File: src/hdl/efs_pkg.sv
// Package for the error function block: exponential table, scale constants,
// datapath operation codes and the controller/datapath command and status types.
// Depends on nothing.
package efs_pkg;

  // round(e^(-1/16) * 2^32), the table step
  localparam logic [31:0] EXP_STEP   = 32'd4034748382;
  // 2/sqrt(pi) in Q.32
  localparam logic [32:0] TWO_SQRTPI = 33'd4846351620;
  // 3.5 in Q4.28: below it the power series is used
  localparam logic [31:0] SPLIT_Q28  = 32'd939524096;
  // 1.0 in Q.30
  localparam logic [31:0] ONE_Q30    = 32'h4000_0000;

  typedef logic [256:0][32:0] exp_tab_t;
  typedef logic [4:0][32:0]   scale_tab_t;

  // e^(-k/16) in Q.32, each entry the one before times the step, rounded half up
  function automatic exp_tab_t exp_tab_f();
    exp_tab_t    tab;
    logic [64:0] p;
    int          k;
    tab[0] = 33'h1_0000_0000;
    for (k = 1; k <= 256; k++) begin
      p      = {32'b0, tab[k-1]} * {33'b0, EXP_STEP} + (65'd1 << 31);
      tab[k] = p[64:32];
    end
    return tab;
  endfunction

  localparam exp_tab_t EXP_TAB = exp_tab_f();

  // e^(-16n) in Q.32, n = 0..4, built by repeated truncating products
  function automatic scale_tab_t scale_tab_f();
    scale_tab_t  tab;
    logic [65:0] p;
    int          n;
    tab[0] = 33'h1_0000_0000;
    for (n = 1; n <= 4; n++) begin
      p      = {33'b0, tab[n-1]} * {33'b0, EXP_TAB[256]};
      tab[n] = p[64:32];
    end
    return tab;
  endfunction

  localparam scale_tab_t SCALE_TAB = scale_tab_f();

  // datapath operations
  typedef enum logic [3:0] {
    OP_SQ  = 4'd0,   // x^2
    OP_INT = 4'd1,   // table interpolation
    OP_SCL = 4'd2,   // exponent range scale
    OP_MR  = 4'd3,   // series term times x^2
    OP_DR  = 4'd4,   // series term divide by 2i+1
    OP_T1  = 4'd5,   // |x| * e
    OP_T2  = 4'd6,   // times series sum
    OP_MAG = 4'd7,   // times 2/sqrt(pi), series result
    OP_MM  = 4'd8,   // asymptotic term times 2i-1
    OP_DM  = 4'd9,   // asymptotic term divide by x^2
    OP_P   = 4'd10,  // e times asymptotic sum
    OP_DQ  = 4'd11,  // divide by |x|
    OP_C   = 4'd12   // times 2/sqrt(pi), asymptotic result
  } op_e;

  typedef struct packed {
    op_e  op;
    logic go;    // launch the unit for op
    logic cap;   // store the unit result for op
    logic load;  // take a new argument
    logic inc;   // advance the term index
  } cmd_t;

  typedef struct packed {
    logic mul_done;
    logic div_done;
    logic small_arg;  // |x| below the series limit
    logic ser_stop;   // series converged or out of terms
    logic asy_last;   // last asymptotic term
  } sts_t;

endpackage

File: src/hdl/efs_ctrl.sv
// Controller of the error function block: sequences unit operations, term
// loops and the result strobe. Depends on efs_pkg.
module efs_ctrl (
  input  logic          clk_i,
  input  logic          rst_ni,
  input  logic          start,
  output logic          busy,
  output logic          done_o,
  input  efs_pkg::sts_t sts_i,
  output efs_pkg::cmd_t cmd_o
);

  typedef enum logic [15:0] {
    S_IDLE = 16'h0001,
    S_SQ   = 16'h0002,
    S_INT  = 16'h0004,
    S_SCL  = 16'h0008,
    S_MR   = 16'h0010,
    S_DR   = 16'h0020,
    S_CHK  = 16'h0040,
    S_T1   = 16'h0080,
    S_T2   = 16'h0100,
    S_MAG  = 16'h0200,
    S_MM   = 16'h0400,
    S_DM   = 16'h0800,
    S_P    = 16'h1000,
    S_DQ   = 16'h2000,
    S_C    = 16'h4000,
    S_OUT  = 16'h8000
  } state_e;

  state_e state_q, state_d, succ;
  logic   issued_q, issued_d, op_st, unit_done;

  // next state and commands
  always_comb begin
    state_d  = state_q;
    issued_d = issued_q;
    cmd_o    = '0;
    op_st    = 1'b1;
    succ     = S_IDLE;
    case (state_q)
      S_IDLE: begin
        op_st = 1'b0;
        if (start) begin
          cmd_o.load = 1'b1;
          state_d    = S_SQ;
        end
      end
      S_SQ:  begin cmd_o.op = efs_pkg::OP_SQ;  succ = S_INT; end
      S_INT: begin cmd_o.op = efs_pkg::OP_INT; succ = S_SCL; end
      S_SCL: begin cmd_o.op = efs_pkg::OP_SCL; succ = sts_i.small_arg ? S_MR : S_MM; end
      S_MR:  begin cmd_o.op = efs_pkg::OP_MR;  succ = S_DR; end
      S_DR:  begin cmd_o.op = efs_pkg::OP_DR;  succ = S_CHK; end
      S_CHK: begin
        op_st = 1'b0;
        if (sts_i.ser_stop) begin
          state_d = S_T1;
        end else begin
          cmd_o.inc = 1'b1;
          state_d   = S_MR;
        end
      end
      S_T1:  begin cmd_o.op = efs_pkg::OP_T1;  succ = S_T2; end
      S_T2:  begin cmd_o.op = efs_pkg::OP_T2;  succ = S_MAG; end
      S_MAG: begin cmd_o.op = efs_pkg::OP_MAG; succ = S_OUT; end
      S_MM:  begin cmd_o.op = efs_pkg::OP_MM;  succ = S_DM; end
      S_DM:  begin cmd_o.op = efs_pkg::OP_DM;  succ = sts_i.asy_last ? S_P : S_MM; end
      S_P:   begin cmd_o.op = efs_pkg::OP_P;   succ = S_DQ; end
      S_DQ:  begin cmd_o.op = efs_pkg::OP_DQ;  succ = S_C; end
      S_C:   begin cmd_o.op = efs_pkg::OP_C;   succ = S_OUT; end
      S_OUT: begin op_st = 1'b0; state_d = S_IDLE; end
      default: begin op_st = 1'b0; state_d = S_IDLE; end
    endcase

    // launch once, then wait for the unit that op uses
    unit_done = ((cmd_o.op == efs_pkg::OP_DR) || (cmd_o.op == efs_pkg::OP_DM) ||
                 (cmd_o.op == efs_pkg::OP_DQ)) ? sts_i.div_done : sts_i.mul_done;
    if (op_st) begin
      if (!issued_q) begin
        cmd_o.go = 1'b1;
        issued_d = 1'b1;
      end else if (unit_done) begin
        cmd_o.cap = 1'b1;
        issued_d  = 1'b0;
        state_d   = succ;
        if ((state_q == S_DM) && !sts_i.asy_last) cmd_o.inc = 1'b1;
      end
    end
  end

  always_ff @(posedge clk_i or negedge rst_ni) begin
    if (!rst_ni) begin
      state_q  <= S_IDLE;
      issued_q <= 1'b0;
    end else begin
      state_q  <= state_d;
      issued_q <= issued_d;
    end
  end

  assign busy   = (state_q != S_IDLE);
  assign done_o = (state_q == S_OUT);

`ifndef NO_ASSERTIONS
  a_done_only_issued: assert property (@(posedge clk_i) disable iff (!rst_ni)
    (sts_i.mul_done || sts_i.div_done) |-> issued_q)
    else $error("unit finished without a launch");
  a_one_unit: assert property (@(posedge clk_i) disable iff (!rst_ni)
    !(sts_i.mul_done && sts_i.div_done))
    else $error("both units finished together");
  a_strobe_single: assert property (@(posedge clk_i) disable iff (!rst_ni)
    done_o |=> !busy)
    else $error("result strobe not followed by idle");
  a_start_busy: assert property (@(posedge clk_i) disable iff (!rst_ni)
    (start && !busy) |=> (busy && !done_o))
    else $error("request not taken up");
`endif

endmodule

File: config.mk
export PLATFORM = sky130hd
export DESIGN_NAME = efs_ctrl
export DESIGN_NICKNAME = d
export VERILOG_FILES = /design/src/hdl/efs_pkg.sv /design/src/hdl/efs_ctrl.sv
export SDC_FILE = /design/constraint.sdc
export NUM_CORES = 1
export LEC_CHECK = 0
export ABC_CLOCK_PERIOD_IN_PS = 4600
export BUFFER_PORTS_ARGS = -buffer_cell sky130_fd_sc_hd__buf_2
export CAP_MARGIN = 10
export CORE_ASPECT_RATIO = 1.1
export CORE_MARGIN = 10
export CORE_UTILIZATION = 59
export DETAILED_ROUTE_END_ITERATION = 10
export PLACE_DENSITY = 0.83
export SKIP_CTS_REPAIR_TIMING = 1
export SLEW_MARGIN = 20
export SYNTH_ARGS = -nofsm -noshare
export SYNTH_HDL_FRONTEND = slang
export SYNTH_SLANG_ARGS = --single-unit
File: constraint.sdc
create_clock -name clk_i -period 4.6 [get_ports clk_i]
set_clock_uncertainty 0.1 [all_clocks]
set_input_delay 1.15 -clock clk_i [delete_from_list [all_inputs] [get_ports clk_i]]
set_output_delay 1.15 -clock clk_i [all_outputs]
set_load 0.02 [all_outputs]
# Word-level counts from Yosys, hierarchy flattened

Index checks and enable logic that the tools add are counted.

Flip-flop bits (word level): 17
Bits of input ports: 8
Word-level logic and storage cells: 54

Eq/ne operators: 20
Multiplexer cells: 26
Reductions and logical operators: 6

Operators by type and width:

| cell                                                                      | count |
|---|---|
| 16-bit case mux with 12 select lines                                      | 1 |
| 16-bit two-way mux                                                        | 4 |
| 16-bit case mux with 3 select lines                                       | 1 |
| 4-bit case mux with 12 select lines                                       | 1 |
| 16-bit by 1-bit == test with 1-bit output (second input constant)         | 1 |
| 16-bit by 10-bit == test with 1-bit output (second input constant)        | 1 |
| 16-bit by 11-bit == test with 1-bit output (second input constant)        | 1 |
| 16-bit by 12-bit == test with 1-bit output (second input constant)        | 1 |
| 16-bit by 13-bit == test with 1-bit output (second input constant)        | 1 |
| 16-bit by 14-bit == test with 1-bit output (second input constant)        | 1 |
| 16-bit by 15-bit == test with 1-bit output (second input constant)        | 1 |
| 16-bit == test (second input constant)                                    | 1 |
| 16-bit by 2-bit == test with 1-bit output (second input constant)         | 1 |
| 16-bit by 3-bit == test with 1-bit output (second input constant)         | 1 |
| 16-bit by 4-bit == test with 1-bit output (second input constant)         | 1 |
| 16-bit by 5-bit == test with 1-bit output (second input constant)         | 1 |
| 16-bit by 6-bit == test with 1-bit output (second input constant)         | 1 |
| 16-bit by 7-bit == test with 1-bit output (second input constant)         | 1 |
| 16-bit by 8-bit == test with 1-bit output (second input constant)         | 1 |
| 16-bit by 9-bit == test with 1-bit output (second input constant)         | 1 |
| 16-bit by 1-bit inequality test with 1-bit output (second input constant) | 1 |
| 1-bit two-way mux                                                         | 15 |
| 13-bit two-way mux                                                        | 1 |
| 13-bit OR reduction                                                       | 1 |
| 9 further kinds                                                           | 11 |

# Depth between registers and ports, before layout

Gate-level depths: netlist (run 1).

Word-level depth: 9
Gate-level depth with buffers: 9
Gate-level depth less buffers: 8

# Worst setup path before layout (run 1)

Ideal clock, no wire load.

Path kind: register -> output
Start point: register state_q[8]
End point: output port cmd_o[3] (netlist name)
Arrival time: 2.591 ns
Data required time: 3.350 ns
Path slack: 0.759 ns
Cell stages (with the launch flop): 6
Cell sequence: dfrtp_1 > or4_4 > or4_1 > a41oi_1 > and4b_4 > a21oi_1

RTL lines:

| what                     | line           | RTL |
|---|---|---|
| start: declaration       | efs_ctrl.sv:32 | `state_e state_q, state_d, succ;` |
| start signal: assignment | efs_ctrl.sv:97 | `state_q <= state_d;` |
| end: declaration         | efs_ctrl.sv:10 | `output efs_pkg::cmd_t cmd_o` |

==> results of run 1 <==
-- kinds of logic after synthesis --
group / share of synthesized area
buffers and inverters: 0.02652
and+or+nand+nor: 0.3967
muxes: 0.07624
AOI/OAI and AO/OA: 0.1005
xor gates and xnor gates: 0.02321
DFF: 0.3768
-- synth_stat cells, drive strengths merged, types with 2 or more instances --
| cell type | count |
|---|---|
| a21o | 2 |
| a21oi | 3 |
| a41oi | 2 |
| and2 | 2 |
| dfrtp | 16 |
| inv | 3 |
| mux2 | 2 |
| mux2i | 6 |
| nand2 | 10 |
| nand3 | 6 |
| nand3b | 2 |
| nand4 | 7 |
| nor2 | 12 |
| nor2b | 2 |
| nor3 | 6 |
| nor3b | 4 |
| nor4 | 4 |
| nor4b | 2 |
| o22ai | 4 |
| or2 | 2 |
| or4 | 5 |
| or4b | 3 |
| xnor2 | 2 |
-- layout make-up --
| cell class | instances | area (µm²) |
|---|---|---|
| Multi-Input combinational cell | 97 | 675.6 |
| Inverter | 3 | 18.77 |
| Clock buffer | 4 | 26.28 |
| Fill cell | 145 | 546.8 |
| Tap cell | 18 | 22.52 |
| Sequential cell | 17 | 426.7 |
| Timing Repair Buffer | 17 | 85.08 |
-- flip-flops by register name, summed over array words and instances, names as in the netlist --
| name | count |
|---|---|
| issued_q | 1 |
| state_q | 16 |
-- report_power, final --
part	internal [µW]	total (µW)	switching, µW
Clock	33.7	79.7	46.0
Sequential	165	183	17.2
Combinational	71.0	175	104
-- layer usage --
layer  global-route usage  up-vias  routed length [µm]
met3              0.04423        7                 238
met4              0.06145        0                  46
li1                     -      497                   -
met5                    0        -                   0
met2               0.2388       43                1324
met1               0.1798      484                1214
-- critical path, cell delays in order, from the launching register on --
cell and delay (ns):
dfrtp_1 0.45, nor4_2 0.55, nand4_1 0.22, or4b_2 0.69, and3_1 0.27, nand2_4 0.11
nand2b_4 0.09, inv_8 0.10, buf_2 0.17
-- path summary, 6_finish.rpt --
check / from / end / slack, ns / cells after the start
min: issued_q / issued_q / 0.55 / 2
min reg2reg: issued_q / issued_q / 0.55 / 2
min in group asynchronous: rst_ni / state_q[9] / 0.66 / 1
max in group asynchronous: rst_ni / state_q[0] / 3.42 / 1
max reg2reg: state_q[12] / state_q[10] / 1.61 / 8
max: state_q[12] / cmd_o[2] / 0.41 / 8
-- metrics by stage --
stage / instances / setup WS (ns) / total power [µW] / hold WS, ns / cell area [µm²]
2_1_floorplan: 118 / 0.7585 / 324.5 / 0.4547 / 1132
3_3_place_gp: 152 / 0.8631 / 358.4 / 0.5336 / 1229
3_5_place_dp: 152 / 0.7720 / 359.6 / 0.5367 / 1229
4_1_cts: 156 / 0.4526 / 436.3 / 0.5493 / 1255
5_1_grt: 156 / 0.2668 / 464.5 / 0.5936 / 1255
6_report: 156 / 0.4122 / 437.7 / 0.5529 / 1255
==> summary.txt, run 1 <==
status = finished, final reports clean
Root Driver = clkbuf_4
I/O pin cnt = 18
core footprint = 1802 µm²
share of cells above drive strength 1 = 0.2609
DRT Pass-1 Iters = 4
DP HPWL = 2271 µm
GRT overflow = 0
Final nets = 147
worst path arrival time = 2.94 ns
die width = 61.77 µm
Avg WL per Cell = 18.10 µm
Ant. Diodes = 0
Initial Util = 0.6285
Worst slew margin = 0.6399
H-tree Lvls = 1
# DRC = 0
initial DRC count = 53
Max-Cap Viols = 0
GRT Overall Usage = 0.1494
Slew @ Worst Pin = 0.5357 ns
Clock Latency Late Sink = 0.29 ns
post-synth net total = 126
Yosys top cell by area = dfrtp_1
mapped cell area = 1132 µm²
Post-Syn Instances = 118
Leakage = 0.0005917 µW
Synth Register Bits = 17
Post-synth top flop = dfrtp_1
total CTS buffers = 3
row count = 16
Hold Vio Cnt, Final = 0
ANT nets after route = 0
Hold WC Path Type = reg2reg
post-layout minimum cycle time = 4.188 ns
initial antenna violation count = 0
routability congestion estimate = 1.007
asr flop ratio synth = 1.000
first-pass GRT wire length = 4692 µm
vias per std cell = 6.609
CP Launch Type = flip-flop
peak supply drop = 0.2656 mV
synth top area cells = dfrtp_1, mux2i_1, nor2_1
TNS Setup = 0 ns
critical path class = reg2out
Power per Cell Area = 348.8 nW/µm²
share of the synthesized area in the top cell type = 0.3536
Area Overhead vs Synth = 10.83%
Die Area = 4073 µm²
CTS Sinks = 17
# port buffers = 17
commonest cells after routing, fill and taps aside = buf_2, dfrtp_1, nor2_1
CTS tree = done
Syn Area/Cell = 9.596 µm²
Crit. End Element = output port
Syn. warnings = 0
Max Freq = 238.8 MHz
largest net degree at the start of global routing = 18
Die H = 65.95 µm
Final Core Density = 0.6965
Crit Path Max Fanout = 10
sequential share of the synthesized area = 0.3768
Post-Route WL = 2823 µm
RSZ-0062 raised after global routing = no
Max Transition Viols Final = 0
via count = 1,031
Worst EP required = 3.35 ns
commonest non-fill, non-tap cell in the layout = buf_2
vias in the first global route = 1,027
CTS Buffer Depth = 2
count of flip-flops with a built-in enable after synthesis = 0
Tcrit/Tclk final = 0.9104
clock-pin slew on the worst setup and hold paths = 0.09 ns
final setup fails = 0
Yosys cell types = 41
Power figures use the tool's default switching activity.
==> inputs of run 2 (changes only) <==
- CORE_ASPECT_RATIO: 1.1 -> unset
==> summary.txt, run 2 (same netlist as run 1, synthesis figures left out) <==
status = finished, final reports clean (unchanged)
TNS Setup = 0 ns (unchanged)
Max Transition Viols Final = 0 (unchanged)
critical path class = reg2out (unchanged)
GRT overflow = 0 (unchanged)
I/O pin cnt = 18 (unchanged)
CTS Sinks = 17 (unchanged)
row count = 15 (was 16)
CTS Buffer Depth = 2 (unchanged)
Max-Cap Viols = 0 (unchanged)
core footprint = 1764 µm² (was 1802 µm²)
area used by multi-input combinational logic = 675.6 µm² (unchanged)
Avg WL per Cell = 18.12 µm (was 18.10 µm)
H-tree Lvls = 1 (unchanged)
Die H = 63.81 µm (was 65.95 µm)
initial DRC count = 68 (was 53)
# DRC = 0 (unchanged)
Ant. Diodes = 0 (unchanged)
Slew @ Worst Pin = 0.4736 ns (was 0.5357 ns)
# port buffers = 17 (unchanged)
Non-Filler Instances = 164 (was 156)
Crit Path Max Fanout = 10 (unchanged)
largest register by flop count = state_q (unchanged)
clock-pin slew on the worst setup and hold paths = 0.10 ns (was 0.09 ns)
largest net degree at the start of global routing = 18 (unchanged)
first-pass GRT wire length = 4905 µm (was 4692 µm)
Worst EP required = 3.35 ns (about the same)
vias per std cell = 6.573 (was 6.609)
final setup fails = 0 (unchanged)
ANT nets after route = 0 (unchanged)
Crit. End Element = output port (unchanged)
Die Area = 4072 µm² (was 4073 µm²)
Clock Latency Late Sink = 0.30 ns (was 0.29 ns)
Root Driver = clkbuf_4 (unchanged)
die width = 63.81 µm (was 61.77 µm)
Top Registers = state_q: 16 flops, issued_q: 1 flops (unchanged)
Hold WC Path Type = reg2reg (unchanged)
routability congestion estimate = 0.9891 (was 1.007)
dpl cells = 160 (was 152)
Power per Cell Area = 346.2 nW/µm² (was 348.8 nW/µm²)
DRT Pass-1 Iters = 4 (unchanged)
Tcrit/Tclk final = 0.8948 (was 0.9104)
commonest non-fill, non-tap cell in the layout = buf_2 (unchanged)
post-layout minimum cycle time = 4.116 ns (was 4.188 ns)
RSZ-0062 raised after global routing = no (unchanged)
Initial Util = 0.6418 (was 0.6285)
peak supply drop = 0.2970 mV (was 0.2656 mV)
CTS tree = done (unchanged)
Area Overhead vs Synth = 12.27% (was 10.83%)
Post-Route WL = 2972 µm (was 2823 µm)
Layout fillers = 141 (was 145)
GRT Overall Usage = 0.1473 (was 0.1494)
commonest cells after routing, fill and taps aside = buf_2, dfrtp_1, nor2_1 (unchanged)
worst path arrival time = 2.87 ns (was 2.94 ns)
total CTS buffers = 3 (unchanged)
DP HPWL = 2264 µm (was 2271 µm)
Leakage = 0.0005958 µW (was 0.0005917 µW)
initial antenna violation count = 0 (unchanged)
Hold Vio Cnt, Final = 0 (unchanged)
CP Launch Type = flip-flop (unchanged)
share of cells above drive strength 1 = 0.2662 (was 0.2609)
Final nets = 148 (was 147)
sequential cell area = 426.7 µm² (unchanged)
vias in the first global route = 1,090 (was 1,027)
Worst slew margin = 0.6813 (was 0.6399)
via count = 1,078 (was 1,031)
Max Freq = 243.0 MHz (was 238.8 MHz)
max reg flops = 16 (unchanged)
## run 2: area by class of cell
| type | count | share of cell area |
|---|---|---|
| timing repair buffer | 18 | 0.07283 |
| multi-input combinational | 97 | 0.5315 |
| sequential | 17 | 0.3356 |
| inverter | 3 | 0.01476 |
| tap | 25 | 0.02461 |
| clock buffer | 4 | 0.02067 |
## run 2: routing by layer
metal / global-route usage / part of all wire
met5: 0 / 0
met4: 0.07650 / 0.031
met3: 0.05226 / 0.073
met2: 0.2201 / 0.44
met1: 0.1814 / 0.45
## run 2: power breakdown
part           total (µW)  internal, µW  switching (µW)
clock                80.4          33.8            46.5
combinational         178          71.1             107
sequential            182           165            16.1
## run 2: worst max-delay path, cell delays in order, from the launching register on
cell and delay [ns]:
dfrtp_1 0.46, nor4_1 0.48, nand4_1 0.20, or4b_2 0.67
and3_1 0.26, nand2_4 0.11, nand2b_4 0.09, inv_8 0.11
buf_2 0.17
## run 2: path summary, 6_finish.rpt
path / start / endpoint / slack, ns / cells past startpoint
hold / removal: issued_q / issued_q / 0.52 / 2
setup reg to reg: state_q[9] / state_q[10] / 1.70 / 8
setup / recovery: state_q[9] / cmd_o[2] / 0.48 / 8
max in group asynchronous: rst_ni / state_q[0] / 3.43 / 1
min in group asynchronous: rst_ni / state_q[11] / 0.65 / 1
hold reg to reg: issued_q / issued_q / 0.52 / 2
## run 2: metrics by stage
| step | hold slack, ns | worst slack (ns) | power [µW] | util | cell area [µm²] |
|---|---|---|---|---|---|
| final | 0.5225 | 0.4841 | 440.1 | 0.7206 | 1271 |
| after global routing | 0.5522 | 0.3084 | 466.3 | 0.7206 | 1271 |
| after CTS | 0.5281 | 0.5115 | 440.2 | 0.7206 | 1271 |
| after detailed placement | 0.5066 | 0.8642 | 359.5 | 0.7057 | 1245 |
| after global placement | 0.5218 | 0.9028 | 357.3 | 0.7057 | 1245 |
| after floorplan | 0.4547 | 0.7585 | 324.5 | - | 1132 |
